==> src/sv/sud_pkg.sv <==
// ---------------------------------------------------------------------------
// sud_pkg: shared types and constants for the 16-bit divider
// Command codes, per-stage control and data records, pipeline depth.
// ---------------------------------------------------------------------------
package sud_pkg;

  localparam int DW = 16;
  localparam int LATENCY = DW + 2;

  typedef enum logic [1:0] {
    CMD_SQUO = 2'd0,
    CMD_SREM = 2'd1,
    CMD_UREM = 2'd2,
    CMD_NONE = 2'd3
  } cmd_t;

  typedef struct packed {
    logic valid;
    cmd_t cmd;
    logic neg_res;
    logic dbz;
  } ctl_t;

  typedef struct packed {
    logic [DW-1:0] rem;
    logic [DW-1:0] nq;
    logic [DW-1:0] dvs;
  } item_t;

endpackage

==> src/sv/signed_unsigned_divider_16.sv <==
// Throughput: one item per cycle; busy stays low, so start may be high every cycle.
// The depth is one input register, one cell per quotient bit (16) and one output register.
// Reset (rst_n low, synchronous) drops every item in flight; no result strobes after it.
// The receiver cannot stall; each result is shown for exactly one cycle.
// ---------------------------------------------------------------------------
// signed_unsigned_divider_16: pipelined 16-bit restoring divider
// Signed quotient, signed remainder or unsigned remainder (zero for CMD_NONE)
// through a chain of one-bit division cells, with a divide-by-zero flag.
// ---------------------------------------------------------------------------
module signed_unsigned_divider_16 (
  input  logic        clk,
  input  logic        rst_n,
  input  logic        start,
  output logic        busy,
  input  logic [1:0]  in_command,
  input  logic [15:0] in_dividend,
  input  logic [15:0] in_divisor,
  output logic        out_valid,
  output logic [15:0] out_result,
  output logic        out_div_by_zero
);

  localparam int W = sud_pkg::DW;

  sud_pkg::ctl_t  ctl_s [W+1];
  sud_pkg::item_t itm_s [W+1];

  sud_pkg::ctl_t  pre_ctl_r, pre_ctl_nxt;
  sud_pkg::item_t pre_itm_r, pre_itm_nxt;
  sud_pkg::cmd_t  cmd;
  logic           neg_a, neg_b, signed_op;

  logic           out_valid_r;
  logic [W-1:0]   out_result_r, out_result_nxt;
  logic           out_dbz_r;
  logic [W-1:0]   mag;

  assign busy = 1'b0;

  // input stage: magnitudes and sign of the result
  always_comb begin
    cmd       = sud_pkg::cmd_t'(in_command);
    neg_a     = in_dividend[W-1];
    neg_b     = in_divisor[W-1];
    signed_op = (cmd == sud_pkg::CMD_SQUO) || (cmd == sud_pkg::CMD_SREM);
    pre_ctl_nxt.valid   = start;
    pre_ctl_nxt.cmd     = cmd;
    pre_ctl_nxt.dbz     = (in_divisor == '0);
    pre_ctl_nxt.neg_res = (cmd == sud_pkg::CMD_SQUO) ? (neg_a ^ neg_b) : neg_a;
    pre_itm_nxt.rem = '0;
    pre_itm_nxt.nq  = (signed_op && neg_a) ? (W'(0) - in_dividend) : in_dividend;
    pre_itm_nxt.dvs = (signed_op && neg_b) ? (W'(0) - in_divisor) : in_divisor;
  end

  always_ff @(posedge clk) begin
    if (!rst_n) begin
      pre_ctl_r <= '0;
    end else begin
      pre_ctl_r <= pre_ctl_nxt;
    end
    pre_itm_r <= pre_itm_nxt;
  end

  assign ctl_s[0] = pre_ctl_r;
  assign itm_s[0] = pre_itm_r;

  for (genvar i = 0; i < W; i++) begin : g_cell
    sud_cell u_cell (
      .clk   (clk),
      .rst_n (rst_n),
      .ctl_i (ctl_s[i]),
      .itm_i (itm_s[i]),
      .ctl_o (ctl_s[i+1]),
      .itm_o (itm_s[i+1])
    );
  end

  // output stage: pick quotient or remainder and fix its sign
  always_comb begin
    mag = itm_s[W].rem;
    unique case (ctl_s[W].cmd)
      sud_pkg::CMD_SQUO: mag = itm_s[W].nq;
      sud_pkg::CMD_SREM,
      sud_pkg::CMD_UREM: mag = itm_s[W].rem;
      default:           mag = '0;
    endcase
    if (ctl_s[W].dbz || ctl_s[W].cmd == sud_pkg::CMD_NONE) begin
      out_result_nxt = '0;
    end else if (ctl_s[W].cmd != sud_pkg::CMD_UREM && ctl_s[W].neg_res) begin
      out_result_nxt = W'(0) - mag;
    end else begin
      out_result_nxt = mag;
    end
  end

  always_ff @(posedge clk) begin
    if (!rst_n) begin
      out_valid_r <= 1'b0;
    end else begin
      out_valid_r <= ctl_s[W].valid;
    end
    out_result_r <= out_result_nxt;
    out_dbz_r    <= ctl_s[W].dbz;
  end

  assign out_valid       = out_valid_r;
  assign out_result      = out_result_r;
  assign out_div_by_zero = out_dbz_r;

`ifndef NO_ASSERTIONS
  a_latency: assert property (@(posedge clk) disable iff (!rst_n)
    start |-> ##(sud_pkg::LATENCY) out_valid)
    else $error("item did not come out after the pipeline depth");

  a_dbz_zero: assert property (@(posedge clk) disable iff (!rst_n)
    out_valid && out_div_by_zero |-> out_result == '0)
    else $error("divide by zero gave a nonzero result");

  a_dbz_src: assert property (@(posedge clk) disable iff (!rst_n)
    ctl_s[W].valid |=> out_div_by_zero == $past(ctl_s[W].dbz))
    else $error("divide-by-zero flag lost in output stage");

  a_no_spurious: assert property (@(posedge clk) disable iff (!rst_n)
    out_valid |-> $past(ctl_s[W].valid))
    else $error("result strobe without an item in the last cell");
`endif

endmodule

==> src/sv/sud_cell.sv <==
// ---------------------------------------------------------------------------
// sud_cell: one restoring division step
// Shifts one dividend bit into the partial remainder, subtracts the divisor
// when it fits and shifts the quotient bit in, then registers the item.
// ---------------------------------------------------------------------------
module sud_cell (
  input  logic           clk,
  input  logic           rst_n,
  input  sud_pkg::ctl_t  ctl_i,
  input  sud_pkg::item_t itm_i,
  output sud_pkg::ctl_t  ctl_o,
  output sud_pkg::item_t itm_o
);

  sud_pkg::ctl_t  ctl_r;
  sud_pkg::item_t itm_r;
  sud_pkg::item_t itm_nxt;
  logic [sud_pkg::DW:0] shifted;
  logic [sud_pkg::DW:0] diff;
  logic                 qbit;

  always_comb begin
    shifted = {itm_i.rem, itm_i.nq[sud_pkg::DW-1]};
    diff    = shifted - {1'b0, itm_i.dvs};
    qbit    = shifted[sud_pkg::DW] | ~diff[sud_pkg::DW];
    itm_nxt.dvs = itm_i.dvs;
    itm_nxt.nq  = {itm_i.nq[sud_pkg::DW-2:0], qbit};
    itm_nxt.rem = qbit ? diff[sud_pkg::DW-1:0] : shifted[sud_pkg::DW-1:0];
  end

  always_ff @(posedge clk) begin
    if (!rst_n) begin
      ctl_r <= '0;
    end else begin
      ctl_r <= ctl_i;
    end
    itm_r <= itm_nxt;
  end

  assign ctl_o = ctl_r;
  assign itm_o = itm_r;

endmodule

==> config.mk <==
export PLATFORM = sky130hd
export DESIGN_NAME = signed_unsigned_divider_16
export DESIGN_NICKNAME = d
export VERILOG_FILES = /design/src/sv/sud_pkg.sv /design/src/sv/signed_unsigned_divider_16.sv /design/src/sv/sud_cell.sv
export SDC_FILE = /design/constraint.sdc
export NUM_CORES = 1
export LEC_CHECK = 0
export BUFFER_PORTS_ARGS = -buffer_cell sky130_fd_sc_hd__buf_2
export CAP_MARGIN = 10
export CORE_ASPECT_RATIO = 1.1
export CORE_MARGIN = 2
export CORE_UTILIZATION = 55
export CTS_CLUSTER_DIAMETER = 150
export DETAILED_ROUTE_END_ITERATION = 10
export GPL_TIMING_DRIVEN = 0
export PLACE_DENSITY = 0.83
export SKIP_LAST_GASP = 1
export SLEW_MARGIN = 20
export SYNTH_ARGS = -nofsm -noshare
export SYNTH_HDL_FRONTEND = slang
export SYNTH_HIERARCHICAL = 1
export SYNTH_SLANG_ARGS = --single-unit
export TNS_END_PERCENT = 20
==> constraint.sdc <==
create_clock -name clk -period 4.5 [get_ports clk]
set_clock_uncertainty 0.1 [all_clocks]
set_input_delay 0.9 -clock clk [delete_from_list [all_inputs] [get_ports clk]]
set_output_delay 0.9 -clock clk [all_outputs]
set_load 0.02 [all_outputs]
==> out/results.tsv, run 1 <==
stage	metric	value	unit
clock_network	CTS H-Tree Depth	3	
worst_setup_path	R2R Path End	g_cell[5].u_cell/itm_o[43]$_DFF_P_	
worst_setup_path	Crit path arrival time	3470	ps
sta	final max-slew violation count	0	
global_route	vias in the first global route	26349	
worst_setup_path	Worst R2R Path Depth	11	
power_and_ir_drop	Max VDD drop	0.403	mV
clock_network	Clock Path Buffers	3	
placed_design	dpl hpwl	57.2	mm
placed_design	gpl congestion	0.884	
placed_design	Buffers on Ports	54	
outcome	status	complete, no violations	
floorplan	initial cell density of the core	55.8	%
worst_setup_path	CP Capture Type	flip-flop	
clock_network	post_cts resized	0	
global_route	GRT Util Overall	21.9	%
sta	Slew HR	35.2	%
global_route	initial antenna violation count	1	
clock_network	Clock Sinks	887	
sta	final hold violation count	0	
clock_network	CTS Buf Count	86	
clock_network	Root Driver	clkbuf_16	
min_path	hold path cells	0	
route	final WL	77.4	mm
floorplan	Die ar.	0.0697	sq mm
global_route	largest net degree at the start of global routing	87	
sta	RSZ-0062 raised after global routing	no	
cells_and_area	most frequent cells in the layout	dfxtp_1, inv_1, ha_1, nand2_1, nor2_1	
worst_setup_path	CP Launch Type	flip-flop	
floorplan	I/O pin total	56	
global_route	global-route wire length before repair	126	mm
route	TritonRoute pass-1 iters	5	
floorplan	die width	252	um
worst_setup_path	WS Path Type	flip-flop to flip-flop	
job	number of max-cap violations	0	
power_and_ir_drop	Total Power	35.5	mW
min_path	hold_sp	g_cell[13].u_cell/itm_o[18]$_DFF_P_	
route	per-cell routed wire length	16.7	um
clock_network	Clock transition at path regs	60	ps
route	Routed Antenna Nets	0	
cells_and_area	Fill cells	5170	
cells_and_area	final-stage net count	4025	
logic_synthesis	Syn Area/Cell	10.5	sq um
clock_network	CTS tree	built	
sta	Setup-failing EPs final	0	
worst_setup_path	CP required	4900	ps
cells_and_area	Area growth syn-to-layout	12.4	%
worst_setup_path	Worst R2R Start	g_cell[4].u_cell/itm_o[31]$_DFF_P_	
route	# DRC	0	
route	initial DRC count	1439	
cells_and_area	diode count	0	
floorplan	core box area	0.0666	sq mm
clock_network	cts hold-fix bufs	0	
route	vias	25735	
power_and_ir_drop	PwrDens	850	mW/mm^2
min_path	Hold/Removal Path Class	flip-flop to flip-flop	
power_and_ir_drop	leak pwr	18.2	nW
min_path	Worst Hold End	g_cell[14].u_cell/itm_o[19]$_DFF_P_	
floorplan	Die H	277	um
worst_setup_path	critical path peak fanout	10	
route	DR vias/cell	5.55	
sta	Worst Tran Pin Value	966	ps
sta	Tcrit/Tclk final	68.2	%
global_route	grt ovf	0	
cells_and_area	most common cell after layout, fill and taps aside	dfxtp_1	
sta	Fin Setup TNS	0	ps
clock_network	Setup Fix Bufs, Post-CTS	0	
cells_and_area	layout cell share with drive strength beyond 1	14.5	%
clock_network	Clock Latency Late Sink	670	ps
logic_synthesis	Gate Count Post-Synth	3536	
logic_synthesis	mapped cell area	0.0372	sq mm
sta	fmax	326	MHz
logic_synthesis	total number of yosys warnings	6	
sta	Final Critical Period	3070	ps
floorplan	Rows	99	
worst_setup_path	reg2reg setup slack	1430	ps
==> stage by stage <==
| step | instances | instance area [sq um] | setup WS, ps | utilization, % | hold slack, ps |
|---|---|---|---|---|---|
| final | 4639 | 41800 | 1430 | 62.7 | 186 |
| after global routing | 4639 | 41800 | 1340 | 62.7 | 198 |
| after CTS | 4639 | 41800 | 1440 | 62.7 | 182 |
| after detailed placement | 4480 | 38600 | 1510 | 58.0 | 212 |
| after global placement | 4480 | 38600 | 1570 | 58.0 | 210 |
| after floorplan | 3568 | 37300 | 1980 | - | 210 |
==> report_power, final <==
| group | switching, mW | internal (mW) | total (mW) |
|---|---|---|---|
| registers | 1.09 | 10.2 | 11.3 |
| logic | 8.89 | 7.71 | 16.6 |
| clock network | 3.17 | 4.49 | 7.66 |
==> worst max path at each step <==
stage | start | end | slack, ps
floorplan | g_cell[2].u_cell/itm_o[31]$_DFF_P_ | g_cell[3].u_cell/itm_o[44]$_DFF_P_ | 1980
global placement | g_cell[5].u_cell/itm_o[31]$_DFF_P_ | g_cell[6].u_cell/itm_o[43]$_DFF_P_ | 1570
detailed placement | g_cell[5].u_cell/itm_o[31]$_DFF_P_ | g_cell[6].u_cell/itm_o[43]$_DFF_P_ | 1510
CTS | g_cell[8].u_cell/itm_o[31]$_DFF_P_ | g_cell[9].u_cell/itm_o[43]$_DFF_P_ | 1440
global route | g_cell[8].u_cell/itm_o[31]$_DFF_P_ | g_cell[9].u_cell/itm_o[43]$_DFF_P_ | 1340
finish | g_cell[4].u_cell/itm_o[31]$_DFF_P_ | g_cell[5].u_cell/itm_o[43]$_DFF_P_ | 1430
==> registers in the layout, summed over array words and instances (netlist names) <==
name,cells
out_result,16
g_cell.u_cell/itm_o,752
ctl_s,5
itm_s,32
out_div_by_zero,1
g_cell.u_cell/ctl_o,80
out_valid,1
==> critical path, stage by stage, from the launching register on <==
cell      delay, ps
dfxtp_1         320
inv_1            60
ha_1            220
fa_1            410
nand2b_1        210
a21oi_2         210
o21ai_2         140
o211a_4         300
o21a_1          190
buf_6           150
buf_12          150
o31ai_1         450
==> final cells by class <==
type	count	area, sq um	share of cell area [%]
multi-input combinational	2298	17800	42.6
tap	858	1070	2.57
clock buffer	112	2400	5.74
sequential	887	17800	42.5
inverter	339	1270	3.05
timing repair buffer	54	273	0.653
clock inverter	47	742	1.78
buffer	44	475	1.14
==> layer usage <==
layer,GRT usage (%),up-vias,wire (um)
met2,42.8,589,41100
li1,-,12771,-
met1,22.2,12162,29400
met4,12.3,0,3920
met5,0,-,0
met3,2.90,213,2940
(Power assumes the default switching activity.)
==> run 2: changes to the inputs <==
==> constraint.sdc (replaced) <==
create_clock -name clk -period 3 [get_ports clk]
set_clock_uncertainty 0.1 [all_clocks]
set_input_delay 0.6 -clock clk [delete_from_list [all_inputs] [get_ports clk]]
set_output_delay 0.6 -clock clk [all_outputs]
set_load 0.02 [all_outputs]
==> out/results.tsv, run 2 (synthesis gave the netlist of run 1 again) <==
stage	metric	value	unit	change
route	TritonRoute pass-1 iters	6		was 5
worst_setup_path	CP Capture Type	flip-flop		unchanged
worst_setup_path	critical path peak fanout	10		unchanged
clock_network	Clock Latency Late Sink	670	ps	about the same
route	Routed Antenna Nets	0		unchanged
cells_and_area	most frequent cells in the layout	dfxtp_1, inv_1, ha_1, nand2_1, nor2_1		unchanged
route	# DRC	0		unchanged
floorplan	Die H	277	um	unchanged
worst_setup_path	CP required	3400	ps	was 4900 ps
route	final WL	77.5	mm	was 77.4 mm
cells_and_area	Multi-input gate area	0.0178	sq mm	about the same
power_and_ir_drop	Total Power	53.4	mW	was 35.5 mW
global_route	vias in the first global route	26360		was 26,349
floorplan	die width	252	um	unchanged
worst_setup_path	WS Path Type	flip-flop to flip-flop		unchanged
min_path	Worst Hold End	itm_s[798]$_DFF_P_		was g_cell[14].u_cell/itm_o[19]$_DFF_P_
floorplan	Rows	99		unchanged
sta	Setup-failing EPs final	0		unchanged
floorplan	core box area	0.0666	sq mm	unchanged
worst_setup_path	R2R Path End	g_cell[8].u_cell/itm_o[44]$_DFF_P_		was g_cell[5].u_cell/itm_o[43]$_DFF_P_
route	DR vias/cell	5.55		about the same
sta	fmax	334	MHz	was 326 MHz
clock_network	CTS tree	built		unchanged
cells_and_area	diode count	0		unchanged
worst_setup_path	Worst R2R Path Depth	11		unchanged
placed_design	Buffers on Ports	54		unchanged
clock_network	Clock transition at path regs	60	ps	about the same
clock_network	Root Driver	clkbuf_16		unchanged
sta	Tcrit/Tclk final	99.8	%	was 68.2%
route	vias	25751		was 25,735
clock_network	Clock Path Buffers	3		unchanged
worst_setup_path	CP Launch Type	flip-flop		unchanged
clock_network	CTS Buf Count	86		unchanged
placed_design	dpl hpwl	57.2	mm	unchanged
sta	final hold violation count	0		unchanged
placed_design	placed cell count	4480		unchanged
worst_setup_path	Crit path arrival time	3390	ps	was 3470 ps
cells_and_area	Fill cells	5166		was 5,170
sta	Worst Tran Pin Value	966	ps	about the same
outcome	status	complete, no violations		unchanged
power_and_ir_drop	leak pwr	18.3	nW	was 18.2 nW
floorplan	initial cell density of the core	55.8	%	unchanged
power_and_ir_drop	Max VDD drop	0.604	mV	was 0.403 mV
min_path	hold_sp	in_dividend[14]		was g_cell[13].u_cell/itm_o[18]$_DFF_P_
global_route	largest net degree at the start of global routing	87		unchanged
floorplan	I/O pin total	56		unchanged
clock_network	CTS H-Tree Depth	3		unchanged
cells_and_area	Area growth syn-to-layout	12.6	%	was 12.4%
sta	RSZ-0062 raised after global routing	yes		was no
route	per-cell routed wire length	16.7	um	about the same
sta	Slew HR	35.2	%	about the same
floorplan	Die ar.	0.0697	sq mm	unchanged
sta	Final Critical Period	2990	ps	was 3070 ps
min_path	Hold/Removal Path Class	input pin to flip-flop		was flip-flop to flip-flop
worst_setup_path	Worst R2R Start	g_cell[7].u_cell/itm_o[31]$_DFF_P_		was g_cell[4].u_cell/itm_o[31]$_DFF_P_
worst_setup_path	reg2reg setup slack	7	ps	was 1430 ps
cells_and_area	final-stage net count	4027		was 4,025
cells_and_area	final cell count without fillers	4641		was 4,639
cells_and_area	Sequential Area	0.0178	sq mm	about the same
global_route	grt ovf	0		unchanged
cells_and_area	max reg flops	752		unchanged
sta	final hold slack	33.1	ps	was 186 ps
global_route	global-route wire length before repair	126	mm	about the same
job	number of max-cap violations	0		unchanged
cells_and_area	layout cell share with drive strength beyond 1	14.6	%	was 14.5%
sta	final max-slew violation count	0		unchanged
cells_and_area	most common cell after layout, fill and taps aside	dfxtp_1		unchanged
clock_network	Setup Fix Bufs, Post-CTS	0		unchanged
power_and_ir_drop	PwrDens	1280	mW/mm^2	was 850 mW/mm^2
route	initial DRC count	1372		was 1,439
global_route	initial antenna violation count	1		unchanged
clock_network	Clock Sinks	887		unchanged
global_route	GRT Util Overall	22.0	%	was 21.9%
placed_design	gpl congestion	0.884		unchanged
min_path	hold path cells	2		was 0
==> run 2: cell types whose count changed in the layout (fill, tap and decap cells not counted), sizes merged <==
cell / before / now
dlygate4sd3: 0 / 2
==> run 2: stage by stage <==
stage	setup WS [ps]	instance area (sq um)	util (%)	TNS, ps
2_1_floorplan	476	37300	-	0
3_3_place_gp	73.7	38600	58.0	0
3_5_place_dp	14.1	38600	58.0	0
4_1_cts	-53.3	41800	62.7	-155
5_1_grt	-79.7	41800	62.8	-769
6_report	7.03	41800	62.8	0
==> run 2: final cells by class <==
class / count / share of cell area, %
plain buffers: 44 / 1.14
clock buffers: 112 / 5.74
clock inverters: 47 / 1.77
inverters: 339 / 3.04
multi-input cells: 2298 / 42.6
flip-flops and latches: 887 / 42.4
well taps: 858 / 2.57
repair buffers: 56 / 0.700
==> run 2: critical path: stages, from the launching register on <==
cell	delay [ps]
dfxtp_1	370
inv_1	100
ha_1	220
fa_1	420
nand2b_1	200
a21oi_2	190
o21ai_2	140
o211a_4	290
o21a_1	190
buf_6	150
buf_12	150
mux2_4	290
==> run 2: metal layers <==
| layer | routed length [um] | global-route usage [%] |
|---|---|---|
| met1 | 29300 | 22.2 |
| met2 | 41100 | 42.8 |
| met3 | 3080 | 2.90 |
| met4 | 3960 | 12.3 |
| met5 | 0 | 0 |
==> run 2: how the worst max path moves through the flow <==
| stage | start | to | slack (ps) |
|---|---|---|---|
| 2_1_floorplan | g_cell[2].u_cell/itm_o[31]$_DFF_P_ | g_cell[3].u_cell/itm_o[44]$_DFF_P_ | 480 |
| 3_3_place_gp | g_cell[5].u_cell/itm_o[31]$_DFF_P_ | g_cell[6].u_cell/itm_o[43]$_DFF_P_ | 70 |
| 3_5_place_dp | g_cell[5].u_cell/itm_o[31]$_DFF_P_ | g_cell[6].u_cell/itm_o[43]$_DFF_P_ | 10 |
| 4_1_cts | g_cell[4].u_cell/itm_o[31]$_DFF_P_ | g_cell[5].u_cell/itm_o[43]$_DFF_P_ | -50 |
| 5_1_grt | g_cell[15].u_cell/ctl_o[2]$_SDFF_PN0_ | out_result[10]$_SDFF_PP0_ | -80 |
| 6_report | g_cell[7].u_cell/itm_o[31]$_DFF_P_ | g_cell[8].u_cell/itm_o[44]$_DFF_P_ | 7 |
==> run 2: what timing repair did <==
action,4_1_cts,5_1_grt
hold buffers,2,0
resized for setup,1,7
pin swaps,0,1
endpoints found under the setup margin,7,28
hold endpoints to repair,2,0
==> run 2: power by group <==
group	switching, mW	total, mW	internal (mW)
registers	1.63	16.9	15.2
logic	13.4	25.0	11.6
clock network	4.77	11.5	6.73
==> run 3: changes to the inputs <==
--- a/config.mk
+++ b/config.mk
@@ -5,6 +5,7 @@
 export SDC_FILE = /design/constraint.sdc
 export NUM_CORES = 1
 export LEC_CHECK = 0
+export ABC_AREA = 1
 export BUFFER_PORTS_ARGS = -buffer_cell sky130_fd_sc_hd__buf_2
 export CAP_MARGIN = 10
 export CORE_ASPECT_RATIO = 1.1
==> out/results.tsv, run 3 <==
stage	metric	value	unit	change
outcome	status	complete, no violations		unchanged
sta	final max-slew violation count	0		unchanged
worst_setup_path	R2R Path End	g_cell[10].u_cell/itm_o[42]$_DFF_P_		was g_cell[8].u_cell/itm_o[44]$_DFF_P_
worst_setup_path	Worst R2R Path Depth	13		was 11
clock_network	Clock Path Buffers	3		unchanged
clock_network	CTS tree	built		unchanged
sta	Worst Tran Pin Value	762	ps	was 966 ps
clock_network	Setup Fix Bufs, Post-CTS	0		unchanged
placed_design	post-place setup slack	612	ps	was 14.1 ps
sta	final hold slack	40.8	ps	was 33.1 ps
route	DR vias/cell	4.84		was 5.55
min_path	hold_sp	in_divisor[0]		was in_dividend[14]
global_route	vias in the first global route	32970		was 26,360
logic_synthesis	Gate Count Post-Synth	5703		was 3,536
floorplan	die width	270	um	was 252 um
placed_design	Area after DPL	0.0444	sq mm	was 0.0386 sq mm
worst_setup_path	crit-path cells	inv_1, ha_1, fa_1, inv_1, nand2_1, nand2_1, nand3_1, nand2_1, nand2_4, nand3_4, buf_8, nand3_1, nand2_1		was inv_1, ha_1, fa_1, nand2b_1, a21oi_2, o21ai_2, o211a_4, o21a_1, buf_6, buf_12, mux2_4
cells_and_area	Post-Route Utilization	61.5	%	was 62.8%
sta	Slew HR	49.2	%	was 35.2%
min_path	hold path cells	1		was 2
worst_setup_path	Worst R2R Start	g_cell[9].u_cell/itm_o[31]$_DFF_P_		was g_cell[7].u_cell/itm_o[31]$_DFF_P_
worst_setup_path	CP Launch Type	flip-flop		unchanged
sta	RSZ-0062 raised after global routing	no		was yes
placed_design	Buffers on Ports	54		unchanged
floorplan	Die H	296	um	was 277 um
placed_design	dpl hpwl	74.2	mm	was 57.2 mm
worst_setup_path	WS Path Type	flip-flop to flip-flop		unchanged
route	initial DRC count	2169		was 1,372
worst_setup_path	CP max stage cell	fa_1		unchanged
cells_and_area	Area growth syn-to-layout	11.0	%	was 12.6%
global_route	grt ovf	0		unchanged
worst_setup_path	Worst path max stage delay	420	ps	about the same
floorplan	initial cell density of the core	55.4	%	was 55.8%
cells_and_area	final-stage net count	6193		was 4,027
cells_and_area	max reg flops	752		unchanged
floorplan	Rows	107		was 99
sta	Final Critical Period	2370	ps	was 2990 ps
cells_and_area	Finished Cell Area	0.0474	sq mm	was 0.0418 sq mm
logic_synthesis	mapped cell area	0.0427	sq mm	was 0.0372 sq mm
sta	Setup-failing EPs final	0		unchanged
route	Routed Antenna Nets	0		unchanged
power_and_ir_drop	Max VDD drop	0.519	mV	was 0.604 mV
route	# DRC	0		unchanged
logic_synthesis	total number of yosys warnings	6		unchanged
job	number of max-cap violations	0		unchanged
sta	post-route setup slack	627	ps	was 7.03 ps
sta	Fin Setup TNS	0	ps	unchanged
floorplan	core box area	0.0771	sq mm	was 0.0666 sq mm
route	final WL	94.9	mm	was 77.5 mm
sta	final hold violation count	0		unchanged
worst_setup_path	CP Capture Type	flip-flop		unchanged
cells_and_area	most common cell after layout, fill and taps aside	nand2_1		was dfxtp_1
worst_setup_path	Crit path buffers/inverters	3		unchanged
worst_setup_path	Crit path arrival time	2860	ps	was 3390 ps
sta	Tcrit/Tclk final	79.1	%	was 99.8%
route	TritonRoute pass-1 iters	9		was 6
cells_and_area	most frequent cells in the layout	nand2_1, inv_1, dfxtp_1, ha_1, nor2_1		was dfxtp_1, inv_1, ha_1, nand2_1, nor2_1
power_and_ir_drop	leak pwr	26.4	nW	was 18.3 nW
worst_setup_path	critical path peak fanout	10		unchanged
global_route	largest net degree at the start of global routing	87		unchanged
power_and_ir_drop	PwrDens	1160	mW/mm^2	was 1280 mW/mm^2
logic_synthesis	Syn Area/Cell	7.49	sq um	was 10.5 sq um
cells_and_area	layout cell share with drive strength beyond 1	10.0	%	was 14.6%
sta	fmax	421	MHz	was 334 MHz
worst_setup_path	reg2reg setup slack	630	ps	was 7 ps
route	vias	33742		was 25,751
clock_network	CTS H-Tree Depth	3		unchanged
placed_design	gpl congestion	0.923		was 0.884
floorplan	Die ar.	0.0799	sq mm	was 0.0697 sq mm
clock_network	Root Driver	clkbuf_16		unchanged
clock_network	Clock Latency Late Sink	660	ps	was 670 ps
clock_network	Clock transition at path regs	60	ps	about the same
global_route	initial antenna violation count	0		was 1
cells_and_area	diode count	0		unchanged
worst_setup_path	CP required	3490	ps	was 3400 ps
floorplan	I/O pin total	56		unchanged
global_route	global-route wire length before repair	155	mm	was 126 mm
route	per-cell routed wire length	13.6	um	was 16.7 um
clock_network	CTS Buf Count	86		unchanged
min_path	Hold/Removal Path Class	input pin to flip-flop		unchanged
global_route	GRT Util Overall	23.5	%	was 22.0%
worst_setup_path	Worst path most repeated cell	nand2_1		
min_path	Worst Hold End	itm_s[768]$_DFF_P_		was itm_s[798]$_DFF_P_
worst_setup_path	top cell family by delay on the critical path	simple AND/OR/NAND/NOR gates		was compound AO/OA/AOI/OAI gates
clock_network	Clock Sinks	887		unchanged
-- run 3: cell count changes in the layout (fill, tap and decap cells not counted), sizes merged, moves of 82 or more --
cell / before / now
nand2: 209 / 1887
nand4: 8 / 172
xnor2: 132 / 40
inv: 344 / 1264
nor2: 174 / 256
mux2: 141 / 0
o211ai: 95 / 0
nand3: 47 / 310
-- run 3: how the worst max path moves through the flow --
stage	startpoint	end	cells past startpoint
after global placement	g_cell[9].u_cell/itm_o[31]$_DFF_P_	g_cell[10].u_cell/itm_o[43]$_DFF_P_	13
after detailed placement	g_cell[9].u_cell/itm_o[31]$_DFF_P_	g_cell[10].u_cell/itm_o[43]$_DFF_P_	13
after global routing	g_cell[8].u_cell/itm_o[31]$_DFF_P_	g_cell[9].u_cell/itm_o[47]$_DFF_P_	13
after floorplan	g_cell[2].u_cell/itm_o[31]$_DFF_P_	g_cell[3].u_cell/itm_o[33]$_DFF_P_	12
final	g_cell[9].u_cell/itm_o[31]$_DFF_P_	g_cell[10].u_cell/itm_o[42]$_DFF_P_	13
after CTS	g_cell[9].u_cell/itm_o[31]$_DFF_P_	g_cell[10].u_cell/itm_o[43]$_DFF_P_	13
-- run 3: report_power, final --
part	leakage (nW)	internal, mW	switching (mW)
combinational	17.5	9.93	17.3
clock	1.45	6.51	4.59
sequential	7.44	15.1	1.76
-- run 3: area by class of cell --
cell class,count,area (sq um)
Buffer,41,572
Clock buffer,116,2460
Clock inverter,35,526
Fill cell,6665,29700
Inverter,1298,4870
Multi-Input combinational cell,3508,19600
Sequential cell,887,17800
Tap cell,1035,1290
Timing Repair Buffer,56,293
-- run 3: through the flow --
stage	cells	power, mW
floorplan	5734	37.7
global placement	6823	43.1
detailed placement	6823	43.8
CTS	6976	55.2
global route	6976	59.6
finish	6976	55.2
-- run 3: routing by layer --
metal  vias up  share of wire [%]  track usage (%)
met1     15120                 41             26.8
met5         -                  0                0
met2       771                 50             44.0
met4         0                4.4             11.3
li1      17592                  -                -
met3       259                3.9             2.62
-- run 3: repair_timing --
| item | 4_1_cts | 5_1_grt |
|---|---|---|
| gates resized for setup | 0 | 0 |
| endpoints found under the hold margin | 2 | 0 |
| endpoints found under the setup margin | 0 | 0 |
| hold buffers | 2 | 0 |
